### config.mk
export PLATFORM = sky130hd
export DESIGN_NAME = dma_pointer_shadow_registers_core
export DESIGN_NICKNAME = d
export VERILOG_FILES = /design/src/rtl/dpsr_pkg.sv /design/src/rtl/dpsr_slot_match.sv /design/src/rtl/dma_pointer_shadow_registers_core.sv
export SDC_FILE = /design/constraint.sdc
export NUM_CORES = 1
export LEC_CHECK = 0
export BUFFER_PORTS_ARGS = -buffer_cell sky130_fd_sc_hd__buf_2
export CAP_MARGIN = 40
export CORE_MARGIN = 3
export CORE_UTILIZATION = 54
export CTS_CLUSTER_SIZE = 8
export DETAILED_ROUTE_END_ITERATION = 16
export PLACE_DENSITY = 0.73
export RECOVER_POWER = 50
export SYNTH_ARGS = -nofsm -noshare
export SYNTH_HDL_FRONTEND = slang
export SYNTH_SLANG_ARGS = --single-unit
### constraint.sdc
create_clock -name clk_i -period 8.5 [get_ports clk_i]
set_input_delay 0 -clock clk_i [delete_from_list [all_inputs] [get_ports clk_i]]
set_output_delay 0 -clock clk_i [all_outputs]
set_load 0.01 [all_outputs]
### src/rtl/dpsr_pkg.sv
// Package for the DMA pointer shadow registers block.
// Holds the hit codes, register indexes, address constants and the match struct.
// No dependencies.
`timescale 1ns / 1ps
`default_nettype none

package dpsr_pkg;

  localparam int unsigned NumShadows = 4;
  localparam int unsigned OffsetWidth = 32;
  localparam int unsigned DataWidth = 64;
  localparam int unsigned CapWidth = 8;
  localparam int unsigned CfgIndexWidth = 8;
  localparam int unsigned CfgDataWidth = 32;

  // Largest legal size code (8 bytes).
  localparam logic [2:0] SizeCodeMax = 3'd3;

  // Register offsets from their base registers.
  localparam logic [OffsetWidth-1:0] CmdRingOffset  = 32'h18;
  localparam logic [OffsetWidth-1:0] CtxArrayOffset = 32'h30;
  localparam logic [OffsetWidth-1:0] EvtTableOffset = 32'h30;
  localparam logic [OffsetWidth-1:0] DeqPtrOffset   = 32'h38;

  // Configuration register indexes.
  localparam logic [CfgIndexWidth-1:0] CfgCapLength     = 8'd0;
  localparam logic [CfgIndexWidth-1:0] CfgRuntimeOffset = 8'd1;

  typedef enum logic [2:0] {
    HIT_NONE      = 3'd0,
    HIT_CMD_RING  = 3'd1,
    HIT_CTX_ARRAY = 3'd2,
    HIT_EVT_TABLE = 3'd3,
    HIT_DEQ_PTR   = 3'd4
  } hit_e;

  // Containment result of one shadow register against one access.
  typedef struct packed {
    logic       hit;
    logic [2:0] lane;
  } slot_match_t;

endpackage

`default_nettype wire

### src/rtl/dpsr_slot_match.sv
// Containment test of one access against one 8-byte shadow register.
// Depends on dpsr_pkg for widths and the match struct.
`timescale 1ns / 1ps
`default_nettype none

module dpsr_slot_match (
  input  wire logic [dpsr_pkg::OffsetWidth-1:0] base_i,
  input  wire logic [dpsr_pkg::OffsetWidth-1:0] access_offset_i,
  input  wire logic [1:0]                       size_i,
  output dpsr_pkg::slot_match_t                 match_o
);

  logic [dpsr_pkg::OffsetWidth:0] access_end;
  logic [dpsr_pkg::OffsetWidth:0] slot_end;
  logic [3:0]                     num_bytes;

  always_comb begin
    num_bytes = 4'd1 << size_i;
    // Both ends are taken unwrapped, one bit wider than the offsets.
    access_end = {1'b0, access_offset_i} + {{(dpsr_pkg::OffsetWidth-3){1'b0}}, num_bytes};
    slot_end   = {1'b0, base_i} + {{(dpsr_pkg::OffsetWidth-3){1'b0}}, 4'd8};
    match_o.hit  = (access_offset_i >= base_i) && (access_end <= slot_end);
    match_o.lane = access_offset_i[2:0] - base_i[2:0];
  end

endmodule

`default_nettype wire

### src/rtl/dma_pointer_shadow_registers_core.sv
// Snoops controller register writes and keeps shadow copies of four DMA pointers.
// An accepted write waits in the input register and loads the result register once that one is free or being taken.
// Throughput: one transaction per cycle while out_stall_i is low; the shadow read-modify-write
// sits between the input register and the result register, so back-to-back hits need no forwarding.
// Reset: shadows, cap_length and runtime_offset clear to zero; both stages empty.
// Depends on dpsr_pkg and dpsr_slot_match.
`timescale 1ns / 1ps
`default_nettype none

module dma_pointer_shadow_registers_core (
  input  wire logic                                   clk_i,
  input  wire logic                                   rst_ni,
  input  wire logic                                   in_valid_i,
  output logic                                        in_stall_o,
  input  wire logic [dpsr_pkg::OffsetWidth-1:0]       access_offset_i,
  input  wire logic [dpsr_pkg::DataWidth-1:0]         write_data_i,
  input  wire logic [2:0]                             size_code_i,
  output logic                                        out_valid_o,
  input  wire logic                                   out_stall_i,
  output logic [2:0]                                  hit_register_o,
  output logic [dpsr_pkg::DataWidth-1:0]              shadow_value_o,
  input  wire logic                                   cfg_valid_i,
  output logic                                        cfg_ready_o,
  input  wire logic [dpsr_pkg::CfgIndexWidth-1:0]     cfg_index_i,
  input  wire logic [dpsr_pkg::CfgDataWidth-1:0]      cfg_data_i
);

  // Configuration registers.
  logic [dpsr_pkg::CapWidth-1:0]    cap_length_q;
  logic [dpsr_pkg::OffsetWidth-1:0] runtime_offset_q;

  // Input stage.
  logic                             s1_valid_q;
  logic [dpsr_pkg::OffsetWidth-1:0] s1_offset_q;
  logic [dpsr_pkg::DataWidth-1:0]   s1_data_q;
  logic [2:0]                       s1_size_q;

  // Result stage.
  logic                             out_valid_q;
  dpsr_pkg::hit_e                   hit_q, hit_d;
  logic [dpsr_pkg::DataWidth-1:0]   value_q, value_d;

  logic [dpsr_pkg::DataWidth-1:0]   shadow_q [dpsr_pkg::NumShadows];

  logic                             advance;
  logic                             size_ok;
  logic [dpsr_pkg::OffsetWidth-1:0] slot_base [dpsr_pkg::NumShadows];
  dpsr_pkg::slot_match_t            slot_match [dpsr_pkg::NumShadows];
  logic                             any_hit;
  logic [1:0]                       sel_idx;
  logic [2:0]                       sel_lane;
  logic [7:0]                       size_lanes;
  logic [7:0]                       lane_en;
  logic [dpsr_pkg::DataWidth-1:0]   lane_mask;
  logic [dpsr_pkg::DataWidth-1:0]   data_shifted;
  logic [dpsr_pkg::DataWidth-1:0]   merged;

  assign cfg_ready_o = 1'b1;

  always_ff @(posedge clk_i or negedge rst_ni) begin
    if (!rst_ni) begin
      cap_length_q     <= '0;
      runtime_offset_q <= '0;
    end else if (cfg_valid_i && cfg_ready_o) begin
      unique case (cfg_index_i)
        dpsr_pkg::CfgCapLength:     cap_length_q <= cfg_data_i[dpsr_pkg::CapWidth-1:0];
        dpsr_pkg::CfgRuntimeOffset: runtime_offset_q <= cfg_data_i;
        default: ;
      endcase
    end
  end

  // The input stage moves on whenever the result register is free or being taken.
  assign advance    = !out_valid_q || !out_stall_i;
  assign in_stall_o = s1_valid_q && !advance;

  // An empty input stage takes a transaction even while the result waits.
  always_ff @(posedge clk_i or negedge rst_ni) begin
    if (!rst_ni) begin
      s1_valid_q <= 1'b0;
    end else if (!in_stall_o) begin
      s1_valid_q <= in_valid_i;
    end
  end

  always_ff @(posedge clk_i) begin
    if (in_valid_i && !in_stall_o) begin
      s1_offset_q <= access_offset_i;
      s1_data_q   <= write_data_i;
      s1_size_q   <= size_code_i;
    end
  end

  // Register bases wrap modulo 2^32.
  assign slot_base[0] = {{(dpsr_pkg::OffsetWidth-dpsr_pkg::CapWidth){1'b0}}, cap_length_q}
                        + dpsr_pkg::CmdRingOffset;
  assign slot_base[1] = {{(dpsr_pkg::OffsetWidth-dpsr_pkg::CapWidth){1'b0}}, cap_length_q}
                        + dpsr_pkg::CtxArrayOffset;
  assign slot_base[2] = runtime_offset_q + dpsr_pkg::EvtTableOffset;
  assign slot_base[3] = runtime_offset_q + dpsr_pkg::DeqPtrOffset;

  for (genvar g = 0; g < dpsr_pkg::NumShadows; g++) begin : gen_match
    dpsr_slot_match u_match (
      .base_i          (slot_base[g]),
      .access_offset_i (s1_offset_q),
      .size_i          (s1_size_q[1:0]),
      .match_o         (slot_match[g])
    );
  end

  assign size_ok = (s1_size_q <= dpsr_pkg::SizeCodeMax);

  // First containing register wins; an illegal size code reports no hit.
  always_comb begin
    any_hit  = size_ok;
    sel_idx  = 2'd0;
    sel_lane = slot_match[0].lane;
    hit_d    = dpsr_pkg::HIT_CMD_RING;
    if (slot_match[0].hit) begin
      sel_idx  = 2'd0;
      sel_lane = slot_match[0].lane;
      hit_d    = dpsr_pkg::HIT_CMD_RING;
    end else if (slot_match[1].hit) begin
      sel_idx  = 2'd1;
      sel_lane = slot_match[1].lane;
      hit_d    = dpsr_pkg::HIT_CTX_ARRAY;
    end else if (slot_match[2].hit) begin
      sel_idx  = 2'd2;
      sel_lane = slot_match[2].lane;
      hit_d    = dpsr_pkg::HIT_EVT_TABLE;
    end else if (slot_match[3].hit) begin
      sel_idx  = 2'd3;
      sel_lane = slot_match[3].lane;
      hit_d    = dpsr_pkg::HIT_DEQ_PTR;
    end else begin
      any_hit = 1'b0;
    end
    if (!any_hit) begin
      hit_d = dpsr_pkg::HIT_NONE;
    end
  end

  always_comb begin
    case (s1_size_q[1:0])
      2'd0:    size_lanes = 8'h01;
      2'd1:    size_lanes = 8'h03;
      2'd2:    size_lanes = 8'h0F;
      default: size_lanes = 8'hFF;
    endcase
    lane_en      = size_lanes << sel_lane;
    data_shifted = s1_data_q << {sel_lane, 3'b000};
  end

  for (genvar b = 0; b < 8; b++) begin : gen_lane_mask
    assign lane_mask[b*8 +: 8] = {8{lane_en[b]}};
  end

  assign merged  = (shadow_q[sel_idx] & ~lane_mask) | (data_shifted & lane_mask);
  assign value_d = any_hit ? merged : '0;

  always_ff @(posedge clk_i or negedge rst_ni) begin
    if (!rst_ni) begin
      for (int k = 0; k < dpsr_pkg::NumShadows; k++) begin
        shadow_q[k] <= '0;
      end
    end else if (advance && s1_valid_q && any_hit) begin
      shadow_q[sel_idx] <= merged;
    end
  end

  always_ff @(posedge clk_i or negedge rst_ni) begin
    if (!rst_ni) begin
      out_valid_q <= 1'b0;
    end else if (advance) begin
      out_valid_q <= s1_valid_q;
    end
  end

  always_ff @(posedge clk_i) begin
    if (advance && s1_valid_q) begin
      hit_q   <= hit_d;
      value_q <= value_d;
    end
  end

  assign out_valid_o    = out_valid_q;
  assign hit_register_o = hit_q;
  assign shadow_value_o = value_q;

  // A miss always reports a zero value.
  assert property (@(posedge clk_i) disable iff (!rst_ni)
    out_valid_o && (hit_register_o == dpsr_pkg::HIT_NONE) |-> shadow_value_o == '0)
    else $error("miss result carries a nonzero value");

  // The command ring shadow only changes together with a result that reports it.
  assert property (@(posedge clk_i) disable iff (!rst_ni)
    !$stable(shadow_q[0]) |-> out_valid_o && (hit_register_o == dpsr_pkg::HIT_CMD_RING)
                              && (shadow_value_o == shadow_q[0]))
    else $error("command ring shadow changed without a matching result");

  // An illegal size code never reports a hit.
  assert property (@(posedge clk_i) disable iff (!rst_ni)
    advance && s1_valid_q && !size_ok |=> hit_register_o == dpsr_pkg::HIT_NONE)
    else $error("illegal size code reported a hit");

  // Stall is raised only with an item held in the input stage.
  assert property (@(posedge clk_i) disable iff (!rst_ni)
    in_stall_o |-> s1_valid_q && out_valid_q)
    else $error("input stalled with an empty pipeline");

endmodule

`default_nettype wire

==> impl_metrics.csv, run 1 <==
group,metric,value,unit
outcome,status,"finished, violations left",
outcome,violations,"max-capacitance violations, max-slew violations",
synthesis,synth-seq-area-share,44.6,%
timing,fin_crit,8130,ps
critical_path,cpMostUsedCell,"or3_1",
cts,cts_tree,"built",
critical_path,crit_path_start_kind,"flop",
floorplan,initial_core_util,55.2,%
placed_design,place_congestion,1.02,
timing,period_share,95.6,%
synthesis,avgSynthCellArea,9.64,um2
critical_path,path_buf_inv,3,
layout,layoutNonFillerInstCount,3990,
min_path,hp-class,"in2reg",
layout,regArea,12400,um2
timing,finalSetupViolCount,0,
floorplan,die_w,233,um
layout,areaGrowthSynthToFinish,20.1,%
power,peakVddDrop,0.247,mV
grt,grt_max_degree,94,
grt,grt_pass1_vias,24072,
floorplan,design.core.area,50600,um2
critical_path,cp_data_arrival_time,8580,ps
floorplan,fp-row-count,82,
grt,grt_pass1_wl,142000,um
routing,drt_wl_total,93500,um
critical_path,slowest_stage,"or4b_1",
critical_path,endpoint_kind,"flop",
cts,clk_latency,600,ps
synthesis,ys_types,91,
timing,worstMarginPinSlew,5740,ps
timing,tns,0,ps
cts,htreeDepth,3,
cts,clockBufferDepth,3,
placed_design,hpwlAfterDp,64500,um
layout,nFillCells,3940,
critical_path,rrSetupSlack,370,ps
power,total_power,7.29,mW
grt,grtUsageTotal,34.1,%
layout,n_antenna_cell,0,
critical_path,cp_top_family,"simple AND/OR/NAND/NOR gates",
routing,vias_per_cell,6.26,
critical_path,critPathKind,"reg2reg",
flow_run,max_cap_viol_count,6,
timing,max_slew_margin,-283,%
synthesis,synth_edf_count,166,
floorplan,dieHeight,233,um
timing,hold_viol_final,0,
cts,clock_sinks,464,
power,p_leak,13.7,nW
timing,whs,43.1,ps
layout,drive_gt1_share,14.7,%
power,power_density,218,nW/um2
placed_design,place_ws,-223,ps
critical_path,crit_fanout,9,
floorplan,dieArea,54400,um2
synthesis,yosys_warnings,0,
timing,worst_clock_skew,35.2,ps
routing,drt-pass1-iter-count,6,
routing,ant_nets,0,
grt,grt_overflow_total,0,
critical_path,cpPeakStageDelay,510,ps
synthesis,synthArstFlopShare,64.2,%
grt,antenna_found_initial,0,
placed_design,placed_cell_area,30000,um2
layout,final_core_util,66.3,%
placed_design,port_buffers,212,
synthesis,ys.flop_type,"dfrtp_1",
layout,finalNetCount,3586,
routing,post_drt_wl_per_cell,23.4,um
routing,drtIter0Drc,3079,
timing,drv_slew,309,
layout,multi_input_area,14800,um2
layout,design_area,33500,um2
timing,worst_slack,372,ps
synthesis,ys_ff_latch,464,
timing,max_freq,123,MHz
cts,cts_inserted_buffers,68,
synthesis,syn-cell-area,27900,um2
cts,clk_pin_slew,50,ps
synthesis,syn_inst,2894,
routing,drc_errors,0,
cts,cts_root_buf,"clkbuf_16",
placed_design,dp.cells,3710,
floorplan,io_pins,214,
critical_path,worst_ep_required_time,8950,ps
routing,vias,24981,
## cells by family after synthesis
kind of cell	synth area share, %
AOI/OAI and AO/OA	14.3
xor gates and xnor gates	4.80
adders and majority gates	7.97
buffers and inverters	3.03
DFF	44.6
muxes	8.25
other	0.0134
and+or+nand+nor	17.0
## cells in the final DEF, fill, tap and decap left out, types with 67 or more instances in the layout
cell / synthesis / layout
nand3_1: 90 / 88
o21ai_0: 244 / 242
nand2_1: 486 / 483
edfxtp_1: 166 / 166
mux2_2: 129 / 128
nor2_1: 209 / 204
dfrtp_1: 298 / 298
buf_2: 33 / 103
dlygate4sd3_1: 0 / 146
xnor2_1: 86 / 86
buf_4: 5 / 82
a21oi_1: 143 / 142
ha_1: 173 / 173
xor2_1: 67 / 67
clkbuf_1: 115 / 155
clkbuf_16: 0 / 69
## registers in the layout, indices dropped and copies added (netlist names)
name,count
runtime_offset_q,32
s1_valid_q,1
s1_offset_q,32
out_valid_o,1
s1_size_q,3
shadow_value_o,64
hit_register_o,3
s1_data_q,64
cap_length_q,8
shadow_q,256
## area by class of cell
type,count,share of cell area [%]
Timing Repair Buffer,459,9.86
Clock buffer,116,5.74
Inverter,43,0.482
Sequential cell,464,37.1
Multi-Input combinational cell,2230,44.1
Tap cell,672,2.51
Clock inverter,6,0.179
## worst paths after layout
kind / start / endpoint / cells past startpoint
worst min register to register: shadow_q[217]$_DFFE_PN0P_ / shadow_q[217]$_DFFE_PN0P_ / 2
worst max-delay path: runtime_offset_q[4]$_DFFE_PN0P_ / shadow_q[44]$_DFFE_PN0P_ / 27
worst max register to register: runtime_offset_q[4]$_DFFE_PN0P_ / shadow_q[44]$_DFFE_PN0P_ / 27
min in group asynchronous: rst_ni / shadow_q[193]$_DFFE_PN0P_ / 2
max in group asynchronous: rst_ni / shadow_q[111]$_DFFE_PN0P_ / 5
worst min-delay path: cfg_index_i[7] / cap_length_q[6]$_DFFE_PN0P_ / 5
## timing repair
item | CTS | global route
setup endpoints to repair | 15 | 320
setup buffers | 0 | 11
hold buffers | 146 | 0
pin swaps | 1 | 3
gates resized for setup | 2 | 25
gates cloned | 1 | 0
hold endpoints to repair | 253 | 0
## cells in the mapped netlist (23+ instances only)
master    count  area, um2
nand2_1     486       1820
dfrtp_1     298       7460
o21ai_0     244       1220
nor2_1      209        785
ha_1        173       2160
edfxtp_1    166       4980
a21oi_1     143        716
mux2_2      129       1450
clkbuf_1    115        432
nand3_1      90        450
xnor2_1      86        753
mux2i_1      68        681
xor2_1       67        587
a31oi_1      59        369
nand4_1      44        275
inv_1        42        158
nor3_1       42        210
and3_1       34        213
a211oi_1     33        248
buf_2        33        165
or3_1        25        156
and2_1       23        144
## per-layer routing
| metal | part of all wire (%) | global-route usage (%) | vias up |
|---|---|---|---|
| li1 | - | - | 11209 |
| met1 | 42 | 48.5 | 12137 |
| met2 | 44 | 52.2 | 1397 |
| met3 | 10 | 7.62 | 238 |
| met4 | 3.4 | 10.6 | 0 |
| met5 | 0 | 0 | - |
## power breakdown
group          switching, mW  internal, mW
sequential             0.220          2.64
clock                   1.01          1.53
combinational           1.16         0.724
## worst reg2reg max path, cell delays in order (launching register included)
cell,delay (ps)
dfrtp_1,410
inv_1,140
ha_1,310
nor2b_1,260
nand3_2,200
nor2_1,180
xnor2_1,150
or3_1,410
or3_1,350
or3_1,450
or2_2,350
or4b_1,510
xnor2_1,160
ha_1,320
a2111oi_0,330
o21ai_0,180
a221oi_2,390
nand4_1,140
a32oi_1,240
buf_4,170
a21o_2,250
a21boi_4,170
nor2_4,330
buf_4,190
mux2_2,330
a211oi_2,460
mux2i_1,270
mux2_2,320
Power figures use the tool's default switching activity.
==> run 2, diff against run 1 <==
--- a/config.mk
+++ b/config.mk
@@ -8,10 +8,10 @@
 export BUFFER_PORTS_ARGS = -buffer_cell sky130_fd_sc_hd__buf_2
 export CAP_MARGIN = 40
 export CORE_MARGIN = 3
-export CORE_UTILIZATION = 54
+export CORE_UTILIZATION = 25
 export CTS_CLUSTER_SIZE = 8
 export DETAILED_ROUTE_END_ITERATION = 16
-export PLACE_DENSITY = 0.73
+export PLACE_DENSITY = 0.4
 export RECOVER_POWER = 50
 export SYNTH_ARGS = -nofsm -noshare
 export SYNTH_HDL_FRONTEND = slang
==> run 2 against run 1 <==
Power increased by 4.6%. Combinational power increased by 2%. Clock power increased by 11%. Cell count increased by 21%. The flow still finishes with violations (max-capacitance violations, max-slew violations). Hold slack improved by 1.7 ps. Global-route usage decreased by 16 points. Via count decreased by 5.5%.
==> impl_metrics.csv, run 2 (synthesis gave the netlist of run 1 again) <==
group,metric,value,unit
layout,top_register,"shadow_q",
cts,clockBufferDepth,3,
routing,drt-pass1-iter-count,8,
critical_path,endpoint_kind,"flop",
timing,worst_clock_skew,30.8,ps
grt,grt_max_degree,146,
routing,vias_per_cell,4.88,
outcome,violations,"max-capacitance violations, max-slew violations",
floorplan,dieHeight,340,um
power,total_power,7.63,mW
layout,layoutNonFillerInstCount,4837,
power,peakVddDrop,0.125,mV
routing,drtIter0Drc,1833,
outcome,status,"finished, violations left",
cts,clk_latency,640,ps
cts,clk_pin_slew,50,ps
grt,antenna_found_initial,2,
grt,grt_overflow_total,0,
placed_design,hpwlAfterDp,75300,um
layout,largest_reg_flops,256,
critical_path,timing.rr.start,"runtime_offset_q[4]$_DFFE_PN0P_",
floorplan,io_pins,214,
critical_path,worst_ep_required_time,8870,ps
floorplan,dieArea,116000,um2
critical_path,reg2reg_to,"shadow_value_o[39]$_SDFFCE_PP0P_",
critical_path,slowest_stage,"or4b_1",
floorplan,fp-row-count,121,
critical_path,cpPeakStageDelay,500,ps
routing,ant_nets,0,
floorplan,initial_core_util,25.4,%
critical_path,rrSetupSlack,450,ps
grt,grt_pass1_vias,23506,
floorplan,die_w,340,um
layout,areaGrowthSynthToFinish,26.0,%
cts,htreeDepth,3,
timing,rsz0062_at_grt,"yes",
cts,cts_tree,"built",
critical_path,cp_data_arrival_time,8420,ps
placed_design,port_buffers,212,
timing,drv_slew,188,
routing,drt_wl_total,105000,um
timing,max_freq,124,MHz
power,p_leak,14.0,nW
timing,period_share,94.7,%
timing,fin_crit,8050,ps
cts,cts_root_buf,"clkbuf_16",
timing,worstMarginPinSlew,6380,ps
routing,vias,23606,
grt,grt_pass1_wl,156000,um
min_path,worstHoldStart,"cfg_index_i[5]",
placed_design,place_congestion,0.902,
floorplan,design.core.area,110000,um2
min_path,whs_path_depth,5,
cts,cts_inserted_buffers,71,
power,power_density,217,nW/um2
grt,grtUsageTotal,17.8,%
layout,finalNetCount,3625,
routing,post_drt_wl_per_cell,21.7,um
layout,drive_gt1_share,15.4,%
flow_run,max_cap_viol_count,3,
critical_path,critPathKind,"reg2reg",
timing,hold_viol_final,0,
critical_path,crit_fanout,16,
min_path,min_to,"runtime_offset_q[3]$_DFFE_PN0P_",
placed_design,dp.cells,4533,
critical_path,worstRegToRegCells,28,
timing,finalSetupViolCount,0,
timing,max_slew_margin,-325,%
layout,layout_commonest_cell,"nand2_1",
routing,drc_errors,0,
critical_path,crit_path_start_kind,"flop",
timing,whs,44.8,ps
layout,final_cell_mix,"nand2_1, dfrtp_1, o21ai_0, nor2_1, ha_1",
min_path,hp-class,"in2reg",
cts,clock_sinks,464,
-- run 2: power breakdown --
group	internal (mW)	total, mW	switching [mW]
Combinational	0.754	1.93	1.18
Sequential	2.64	2.87	0.225
Clock	1.70	2.83	1.13
Total	5.10	7.63	2.53
-- run 2: worst max-delay path by stage --
stage	from	endpoint	slack, ps	cells after the start
5_1_grt	runtime_offset_q[4]$_DFFE_PN0P_	shadow_value_o[39]$_SDFFCE_PP0P_	-20	28
6_report	runtime_offset_q[4]$_DFFE_PN0P_	shadow_value_o[39]$_SDFFCE_PP0P_	450	28
4_1_cts	runtime_offset_q[4]$_DFFE_PN0P_	shadow_value_o[28]$_SDFFCE_PP0P_	10	26
3_3_place_gp	runtime_offset_q[4]$_DFFE_PN0P_	shadow_value_o[61]$_SDFFCE_PP0P_	-220	28
2_1_floorplan	runtime_offset_q[4]$_DFFE_PN0P_	shadow_value_o[24]$_SDFFCE_PP0P_	1410	27
3_5_place_dp	runtime_offset_q[4]$_DFFE_PN0P_	shadow_value_o[61]$_SDFFCE_PP0P_	-140	28
-- run 2: layout make-up --
class	instances	area [um2]
repair buffers	495	3620
diodes	1	2.50
inverters	43	163
flip-flops and latches	464	12400
multi-input cells	2230	14800
fillers	11568	74600
clock buffers	116	1990
clock inverters	12	248
well taps	1476	1850
-- run 2: what timing repair did --
item / 4_1_cts / 5_1_grt
endpoints found under the hold margin: 241 / 0
cloned: 0 / 1
gates resized for setup: 4 / 33
hold buffers: 171 / 0
pin swaps: 0 / 3
setup endpoints to repair: 11 / 299
buffers inserted: 0 / 3
-- run 2: stage by stage --
step | TNS, ps | cell area (um2) | worst slack [ps] | utilization, %
finish | 0 | 35100 | 447 | 32.0
global route | -18.6 | 35100 | -18.6 | 32.0
CTS | 0 | 35200 | 13.6 | 32.0
detailed placement | -612 | 31200 | -142 | 28.4
global placement | -1700 | 31100 | -219 | 28.3
floorplan | 0 | 27900 | 1410 | -
-- run 2: critical path, delay by kind of cell, from the launching register on --
| family | cells | cell delay [ps] |
|---|---|---|
| adders and majority gates | 2 | 620 |
| buffers and inverters | 4 | 830 |
| and+or+nand+nor | 13 | 3740 |
| AOI/OAI and AO/OA | 6 | 1470 |
| xor gates and xnor gates | 2 | 280 |
| DFF | 1 | 400 |
| muxes | 1 | 460 |
-- run 2: layer usage --
layer | part of all wire, % | track usage [%] | up-vias
met2 | 45 | 27.9 | 650
met1 | 48 | 25.3 | 11534
li1 | - | - | 11302
met4 | 2.1 | 4.27 | 0
met5 | 0 | 0 | -
met3 | 5.4 | 3.29 | 120
